<file path="src/rtl/tri_bary_pkg.sv">
// shared constants and types for the triangle barycentric weight block
`default_nettype none
package tri_bary_pkg;

   // coordinate and edge widths
   localparam int COORD_W   = 16;
   localparam int EDGE_W    = COORD_W + 1;
   localparam int PROD_W    = 2 * EDGE_W;
   localparam int DET_W     = PROD_W + 1;
   localparam int MAG_W     = DET_W - 1;

   // reciprocal and divider sizing
   localparam int RECIP_W   = 32;
   localparam int DIV_EXTRA = RECIP_W - 1;
   localparam int LEN_W     = 6;
   localparam int ITER_W    = 7;

   // weight scaling
   localparam int FRAC_BITS = 16;
   localparam int SHIFT_W   = 6;
   localparam int HALF_W    = MAG_W / 2;
   localparam int PART_W    = HALF_W + RECIP_W;
   localparam int SUM_W     = MAG_W + RECIP_W;
   localparam int QUOT_W    = SUM_W - FRAC_BITS + 2;
   localparam int ALPHA_W   = QUOT_W + 1;
   localparam int WEIGHT_W  = 24;

   // configuration register indexes
   localparam int CSR_IDX_W = 3;
   localparam int NUM_REGS  = 6;
   localparam logic [CSR_IDX_W-1:0] CSR_VERTEX_A_X = 3'd0;
   localparam logic [CSR_IDX_W-1:0] CSR_VERTEX_A_Y = 3'd1;
   localparam logic [CSR_IDX_W-1:0] CSR_VERTEX_B_X = 3'd2;
   localparam logic [CSR_IDX_W-1:0] CSR_VERTEX_B_Y = 3'd3;
   localparam logic [CSR_IDX_W-1:0] CSR_VERTEX_C_X = 3'd4;
   localparam logic [CSR_IDX_W-1:0] CSR_VERTEX_C_Y = 3'd5;

   // per-triangle values handed from setup to the datapath
   typedef struct packed {
      logic [COORD_W-1:0] a_x;
      logic [COORD_W-1:0] a_y;
      logic [EDGE_W-1:0]  ab_x;
      logic [EDGE_W-1:0]  ab_y;
      logic [EDGE_W-1:0]  ac_x;
      logic [EDGE_W-1:0]  ac_y;
      logic [RECIP_W-1:0] inv_det;
      logic [SHIFT_W-1:0] shift;
      logic               neg_det;
      logic               degenerate;
   } setup_type;

endpackage
`default_nettype wire

</file>
<file path="src/rtl/tri_bary_setup.sv">
// vertex registers and per-triangle setup: edges, determinant, reciprocal
`default_nettype none
module tri_bary_setup (
   input  logic                                 clock,
   input  logic                                 reset,
   input  logic                                 csr_write_enable,
   input  logic [tri_bary_pkg::CSR_IDX_W-1:0]   csr_index,
   input  logic [tri_bary_pkg::COORD_W-1:0]     csr_write_data,
   output logic                                 busy,
   output tri_bary_pkg::setup_type              setup
);
   import tri_bary_pkg::*;

   localparam logic [2:0] ST_EDGE  = 3'd0;
   localparam logic [2:0] ST_MUL   = 3'd1;
   localparam logic [2:0] ST_DET   = 3'd2;
   localparam logic [2:0] ST_LEN   = 3'd3;
   localparam logic [2:0] ST_DIV   = 3'd4;
   localparam logic [2:0] ST_READY = 3'd5;

   logic [COORD_W-1:0]      vertex_ff [NUM_REGS];
   logic [2:0]              state_ff, state_in;
   logic [EDGE_W-1:0]       ab_x_ff, ab_y_ff, ac_x_ff, ac_y_ff;
   logic signed [PROD_W-1:0] p1_ff, p2_ff;
   logic signed [DET_W-1:0] det_in;
   logic [MAG_W-1:0]        mag_ff, mag_in;
   logic                    neg_ff;
   logic [MAG_W-1:0]        scan_ff;
   logic [LEN_W-1:0]        len_ff;
   logic [MAG_W-1:0]        rem_ff;
   logic [MAG_W:0]          rem_try;
   logic [RECIP_W-1:0]      quot_ff;
   logic [RECIP_W-1:0]      inv_ff;
   logic [ITER_W-1:0]       iter_ff;
   logic                    last_iter;
   logic                    cfg_hit;

   // a write to a known register restarts setup
   assign cfg_hit = csr_write_enable && (csr_index < CSR_IDX_W'(NUM_REGS));

   // determinant and its magnitude
   always_comb begin
      det_in = $signed({p1_ff[PROD_W-1], p1_ff}) - $signed({p2_ff[PROD_W-1], p2_ff});
      if (det_in[DET_W-1]) begin
         mag_in = MAG_W'(-det_in);
      end else begin
         mag_in = MAG_W'(det_in);
      end
   end

   // restoring divider step, dividend is all ones
   assign rem_try   = {rem_ff, 1'b1};
   assign last_iter = (iter_ff == (ITER_W'(len_ff) + ITER_W'(DIV_EXTRA - 1)));

   // setup sequencer
   always_comb begin
      state_in = state_ff;
      case (state_ff)
         ST_EDGE:  state_in = ST_MUL;
         ST_MUL:   state_in = ST_DET;
         ST_DET:   state_in = ST_LEN;
         ST_LEN: begin
            if (scan_ff == '0) begin
               state_in = (len_ff == '0) ? ST_READY : ST_DIV;
            end
         end
         ST_DIV: begin
            if (last_iter) begin
               state_in = ST_READY;
            end
         end
         ST_READY: state_in = ST_READY;
         default:  state_in = ST_EDGE;
      endcase
      if (cfg_hit) begin
         state_in = ST_EDGE;
      end
   end

   // control registers
   always_ff @(posedge clock) begin
      if (reset) begin
         state_ff <= ST_EDGE;
         for (int i = 0; i < NUM_REGS; i++) begin
            vertex_ff[i] <= '0;
         end
      end else begin
         state_ff <= state_in;
         if (cfg_hit) begin
            vertex_ff[csr_index] <= csr_write_data;
         end
      end
   end

   // setup datapath
   always_ff @(posedge clock) begin
      case (state_ff)
         ST_EDGE: begin
            ab_x_ff <= {vertex_ff[CSR_VERTEX_B_X][COORD_W-1], vertex_ff[CSR_VERTEX_B_X]}
                     - {vertex_ff[CSR_VERTEX_A_X][COORD_W-1], vertex_ff[CSR_VERTEX_A_X]};
            ab_y_ff <= {vertex_ff[CSR_VERTEX_B_Y][COORD_W-1], vertex_ff[CSR_VERTEX_B_Y]}
                     - {vertex_ff[CSR_VERTEX_A_Y][COORD_W-1], vertex_ff[CSR_VERTEX_A_Y]};
            ac_x_ff <= {vertex_ff[CSR_VERTEX_C_X][COORD_W-1], vertex_ff[CSR_VERTEX_C_X]}
                     - {vertex_ff[CSR_VERTEX_A_X][COORD_W-1], vertex_ff[CSR_VERTEX_A_X]};
            ac_y_ff <= {vertex_ff[CSR_VERTEX_C_Y][COORD_W-1], vertex_ff[CSR_VERTEX_C_Y]}
                     - {vertex_ff[CSR_VERTEX_A_Y][COORD_W-1], vertex_ff[CSR_VERTEX_A_Y]};
         end
         ST_MUL: begin
            p1_ff <= $signed(ab_x_ff) * $signed(ac_y_ff);
            p2_ff <= $signed(ac_x_ff) * $signed(ab_y_ff);
         end
         ST_DET: begin
            mag_ff  <= mag_in;
            scan_ff <= mag_in;
            neg_ff  <= det_in[DET_W-1];
            len_ff  <= '0;
         end
         ST_LEN: begin
            // bit length of the magnitude, one bit a cycle
            if (scan_ff != '0) begin
               scan_ff <= scan_ff >> 1;
               len_ff  <= len_ff + LEN_W'(1);
            end else begin
               rem_ff  <= '0;
               quot_ff <= '0;
               iter_ff <= '0;
               inv_ff  <= '0;
            end
         end
         ST_DIV: begin
            if (rem_try >= {1'b0, mag_ff}) begin
               rem_ff  <= MAG_W'(rem_try - {1'b0, mag_ff});
               quot_ff <= {quot_ff[RECIP_W-2:0], 1'b1};
            end else begin
               rem_ff  <= rem_try[MAG_W-1:0];
               quot_ff <= {quot_ff[RECIP_W-2:0], 1'b0};
            end
            iter_ff <= iter_ff + ITER_W'(1);
            if (last_iter) begin
               inv_ff <= (rem_try >= {1'b0, mag_ff}) ? {quot_ff[RECIP_W-2:0], 1'b1}
                                                     : {quot_ff[RECIP_W-2:0], 1'b0};
            end
         end
         default: begin
         end
      endcase
   end

   assign busy = (state_ff != ST_READY);

   // values for the datapath
   always_comb begin
      setup.a_x        = vertex_ff[CSR_VERTEX_A_X];
      setup.a_y        = vertex_ff[CSR_VERTEX_A_Y];
      setup.ab_x       = ab_x_ff;
      setup.ab_y       = ab_y_ff;
      setup.ac_x       = ac_x_ff;
      setup.ac_y       = ac_y_ff;
      setup.inv_det    = inv_ff;
      setup.shift      = SHIFT_W'(len_ff) + SHIFT_W'(DIV_EXTRA - FRAC_BITS);
      setup.neg_det    = neg_ff;
      setup.degenerate = (len_ff == '0);
   end

endmodule
`default_nettype wire

</file>
<file path="config.mk">
export PLATFORM = sky130hd
export DESIGN_NAME = tri_bary_setup
export DESIGN_NICKNAME = d
export VERILOG_FILES = /design/src/rtl/tri_bary_pkg.sv /design/src/rtl/tri_bary_setup.sv
export SDC_FILE = /design/constraint.sdc
export NUM_CORES = 2
export LEC_CHECK = 0
export ABC_AREA = 1
export BUFFER_PORTS_ARGS = -buffer_cell sky130_fd_sc_hd__clkbuf_2
export CAP_MARGIN = 20
export CORE_MARGIN = 2
export CORE_UTILIZATION = 55
export DETAILED_ROUTE_END_ITERATION = 10
export GPL_ROUTABILITY_DRIVEN = 0
export PLACE_DENSITY = 0.75
export SYNTH_ARGS = -nofsm -noshare
export SYNTH_HDL_FRONTEND = slang
export SYNTH_SLANG_ARGS = --single-unit
</file>
<file path="constraint.sdc">
create_clock -name clock -period 5.7 [get_ports clock]
set_input_delay 0.855 -clock clock [delete_from_list [all_inputs] [get_ports clock]]
set_output_delay 0.855 -clock clock [all_outputs]
set_load 0.05 [all_outputs]
</file>
======== Word level (Yosys, flattened, before mapping) ========
Memories as Yosys holds them, arrays and structs flattened.
Index checks and enable logic that the tools add are counted.
operators by class
  $add $sub $neg .......................... 11
  $mul .................................... 2
  $lt $le $gt $ge ......................... 2
  equality and inequality tests ........... 11
  mux-type cells .......................... 27
  reduce and logical (&&, ||, !) cells .... 13
operators with widths
  operator                                                        number
  34-bit two-way mux                                              4
  34-bit case mux with 2 select lines                             2
  17-bit by 17-bit multiplier with 34-bit output                  2
  16-bit by 16-bit subtractor with 17-bit output                  4
  32-bit two-way mux                                              2
  32-bit case mux with 2 select lines                             1
  31-bit case mux with 2 select lines                             1
  35-bit by 34-bit greater-or-equal comparator with 1-bit output  1
  34-bit by 34-bit subtractor with 35-bit output                  1
  34-bit zero test                                                1
  34-bit negator                                                  1
  34-bit nonzero test                                             1
  34-bit subtractor                                               1
  3-bit case mux with 6 select lines                              1
  16-bit two-way mux                                              1
  16-bit OR reduction                                             1
  7-bit case mux with 2 select lines                              1
  6-bit case mux with 2 select lines                              1
  3-bit two-way mux                                               3
  1-bit two-way mux                                               8
  2-bit != test, second input constant                            4
  6-bit by 5-bit adder with 7-bit output, second input constant   1
  7-bit by 1-bit adder with 7-bit output, second input constant   1
  7-bit equality test                                             1
  16 further kinds                                                21
storage, ports and cells
  flip-flop bits (word level) ............. 318
  RAM bits ................................ 96
  logic and storage cells ................. 82
  memories kept ........................... 1
memories
  memory     depth  width  read ports  clocked after memory_dff  write ports  RTL line              source
  vertex_ff  6      16     6           0                         6            tri_bary_setup.sv:21  logic [COORD_W-1:0] vertex_ff [NUM_REGS];

======== Logic depth before layout (Yosys ltp) ========
  word-level depth ........................ 7
  depth in mapped cells ................... 29

======== Worst setup path before layout ========
Ideal clock, no wire load.
  path type ............................... reg2reg
  start ................................... register ab_x_ff[16]
  end ..................................... register p1_ff[32] (data pin)
  library setup time ...................... 0.276 ns
  data arrival time ....................... 5.990 ns
  slack ................................... -0.565 ns
  cell stages (with the launch flop) ...... 21
  buffers on the path ..................... 2
  clock period less this slack ............ 6.265 ns
  path through ............................ edfxtp_1 clkbuf_1 clkbuf_1 nand2_1 inv_1 fa_1 fa_1 fa_1 fa_1 fa_1 inv_1 fa_1 inv_1 ha_1 nand2_1 nor4_1 nand2_1 o211ai_1 nand2_1 o311ai_0 xor2_1
between the ends
  cells in the longest elaborated chain, start to end .. 1
ends and longest elaborated chain
  what                                            RTL line               source
  from (decl)                                     tri_bary_setup.sv:23   logic [EDGE_W-1:0] ab_x_ff, ab_y_ff, ac_x_ff, ac_y_ff;
  from (signal assigned)                          tri_bary_setup.sv:99   ab_x_ff <= {vertex_ff[CSR_VERTEX_B_X][COORD_W-1], vertex_ff[CSR_VERTEX_B_X]}
  17-bit by 17-bit multiplier with 34-bit output  tri_bary_setup.sv:109  p1_ff <= $signed(ab_x_ff) * $signed(ac_y_ff);
  to (signal assigned)                            tri_bary_setup.sv:109
  to (decl)                                       tri_bary_setup.sv:24   logic signed [PROD_W-1:0] p1_ff, p2_ff;
Every way passes these cells.
A chain may end at the register's enable or synchronous reset.

======== Worst setup path in the final report ========
Ends and elaborated chain as after synthesis.

==> impl_metrics.ini <==
[status]
outcome = completed

[layout]
fill_cells = 6510
drive_gt1_share_pct = 12.5
multi_input_area_um2 = 28100
final_cells = 6629
stdcell_area_um2 = 51600
diodes = 0
nets = 6450
synthToLayoutAreaGrowth_pct = 13.9
seq_area_um2 = 12400

[synth]
synth.distinct_cells = 54
netlist_top_cells_count = 1340 x inv_1, 1156 x nand2_1, 598 x fa_1
ys_dominant_reg_cell = edfxtp_1
synth_compound_area_share_pct = 5.61
synthXorXnorAreaFrac_pct = 3.85
ys_seq_elements = 414
synth_area_um2 = 45300
synth-adder-area-share_pct = 34.9
synth.net_count = 6174
yosysMostFrequentCell = inv_1
synth_top_area_share_pct = 27.2
synth_edf_count = 411
ys_warn_count = 0
synth_top_family_by_area = adder cells
yosysTopAreaCell = edfxtp_1
synthArstFlopShare_pct = 0
yosys-mux-area-fraction_pct = 0
synth_area_per_cell_um2 = 8.64
yosysSeqAreaShare_pct = 27.4
synthCells = 5246
synth_simple_gate_area_share_pct = 15.7
yosys-top-cells-area = edfxtp_1 27%, fa_1 26%, inv_1 11%

[sta]
finalHoldViolCount = 0
worst_slew_pin_slew_ns = 0.987
slew_headroom_pct = 34.2
setup_viol = 0
slew_viol_final = 0
rsz0062_at_grt = yes
period_needed_ns = 5.65
fin_ws_ns = 0.0549
fin_crit_sh_pct = 99.0
fin_hold_ws_ns = 0.552
fin_skew_ns = 0.0370
clock.fmax_ghz = 0.177

[clock_tree]
cts-hold-fix-buffers = 0
ctsRootBufferMaster = clkbuf_16
numCtsBuffers = 47
htreeDepth = 2
clkSinkCount = 414
clock_latency_ns = 0.62
cts_buffer_depth = 3
clkTransAtPathRegs_ns = 0.06
cts_tree = done

[floorplanning]
rows = 105
start_util_pct = 55.4
dieArea_um2 = 84700
coreArea_um2 = 81800
die_h_um = 291
dieWidth_um = 291
io_pins = 163

[critical_path]
cpMaxStageDelayCell = fa_1
r2r_slack_ns = 0.05
slowest_delay_ns = 0.52
critPathTopFamily = adder cells
path_buf_inv = 5
criticalPathCategory = register to register
critPathMaxFanout = 11
r2r_end = p1_ff[32]
reg2reg_depth = 20
crit_path_end_kind = register
worstPathCellList = buf_6, buf_12, nand2_4, inv_1, fa_1, fa_1, fa_1, fa_1, fa_1, inv_1, fa_1, inv_2, ha_4, nand2_4, nor4_4, nand2_1, o211ai_1, nand2_1, o311ai_1, xor2_1
start_kind = register
required_ns = 6.02
crit_path_frequent_cell = fa_1
cp.arrival_ns = 5.97
r2r_start = ab_x_ff[16]

[route]
ant_nets = 0
drcViolationCount = 0
via_per_inst = 5.26
wl_per_cell_um = 17.1
wl_um = 114000
drt_iter0_drc = 2408
dr.pass1.iters = 6
vias = 34900

[placement]
port_buffers = 162
placedCellCount = 6470
place_area_um2 = 48800
hpwl_um = 91100
pre_cts_slack_ns = -0.0943

[grt]
grt_pass1_wl_um = 183000
overflow = 0
grt_max_degree = 73
met2_usage_pct = 46.1
grt_pass1_vias = 36200
top_usage_layer = met2
gr-usage-met1_pct = 33.4
antenna_found_initial = 0
met3_usage_pct = 4.46
grt_usage_pct = 27.0

[hold_path]
min_path_type = register to register
min_path_cells = 2
min_to = inv_ff[31]
hold_start = quot_ff[30]

[job]
drv_cap = 0
==> tightest hold or removal path: stages (launching register included) <==
cell and delay, ns:
edfxtp_1 0.32, inv_1 0.04, nor2_1 0.08
==> final cells by class <==
cell class                 count  area share [%]
sequential                   414            24.0
clock buffer                  51            2.31
inverter                    1350            9.83
timing repair buffer         392            5.99
multi-input combinational   3317            54.5
tap                         1070            2.59
clock inverter                35           0.778
==> cell families after synthesis <==
kind of cell               count (synthesis)
DFF                                      414
buffers and inverters                   1515
AOI/OAI and AO/OA                        459
adders and majority gates                906
and+or+nand+nor                         1753
xor gates and xnor gates                 199
==> timing repair <==
item                                    CTS  global route
buffers inserted                         14            56
resized for setup                         9           130
endpoints found under the setup margin    9            33
pin swaps                                 4            48
cloned                                    0             1
==> worst max-delay path by stage <==
stage                           start         to  slack (ns)  depth (start not counted)
after global placement    ab_x_ff[15]  p1_ff[32]      -0.009                         19
final                     ab_x_ff[16]  p1_ff[32]        0.05                         20
after floorplan            ac_y_ff[5]  p1_ff[33]       -0.07                         25
after detailed placement  ab_x_ff[15]  p1_ff[32]       -0.09                         19
after global routing      ab_x_ff[16]  p1_ff[33]       -0.17                         18
after CTS                 ab_x_ff[16]  p1_ff[32]       -0.03                         17
==> sequential cells by signal, summed over array words and instances (netlist names) <==
signal,flops
inv_ff,32
ab_x_ff,17
ac_y_ff,17
p1_ff,34
vertex_ff,96
neg_ff,1
p2_ff,34
rem_ff,34
iter_ff,7
scan_ff,34
mag_ff,34
state_ff,3
quot_ff,31
ac_x_ff,17
ab_y_ff,17
len_ff,6
==> metal layers <==
layer	vias up	share of wire (%)	routed length [µm]
met3	324	7.6	8630
li1	16400	-	-
met5	-	0	0
met2	1440	48	54800
met4	0	5.7	6420
met1	16700	39	43800
==> cell usage in the layout (no fill, tap or decap), types with 7 or more instances in the layout <==
cell / n
ha_1: 279
clkinv_2: 7
a21boi_0: 9
edfxtp_1: 411
xor2_1: 124
a21oi_2: 38
o21bai_1: 13
nand3_1: 104
nor2_1: 339
nor2_2: 14
a31oi_1: 7
xnor2_1: 73
a21o_1: 12
buf_4: 179
buf_12: 37
o21ai_0: 119
or2_2: 12
clkbuf_16: 48
a21oi_1: 196
nand3b_1: 13
nor4_1: 15
nor3_2: 12
clkinv_1: 8
nand2_1: 1125
nand4_1: 25
nand2_4: 12
fa_2: 17
a211oi_1: 9
inv_1: 1329
ha_4: 27
fa_1: 581
nand2_2: 41
o21ai_1: 16
clkbuf_2: 162
buf_6: 10
nor3_1: 20
inv_2: 18
==> metrics by stage <==
stage,TNS (ns),utilization (%)
floorplan,-0.206,-
global placement,-0.00855,59.6
detailed placement,-0.377,59.6
CTS,-0.0276,61.8
global route,-1.29,63.1
finish,0,63.1
Power is left out: the tool's default activity adds up to more than one toggle a clock period on the data nets, which glitch-free logic cannot reach.
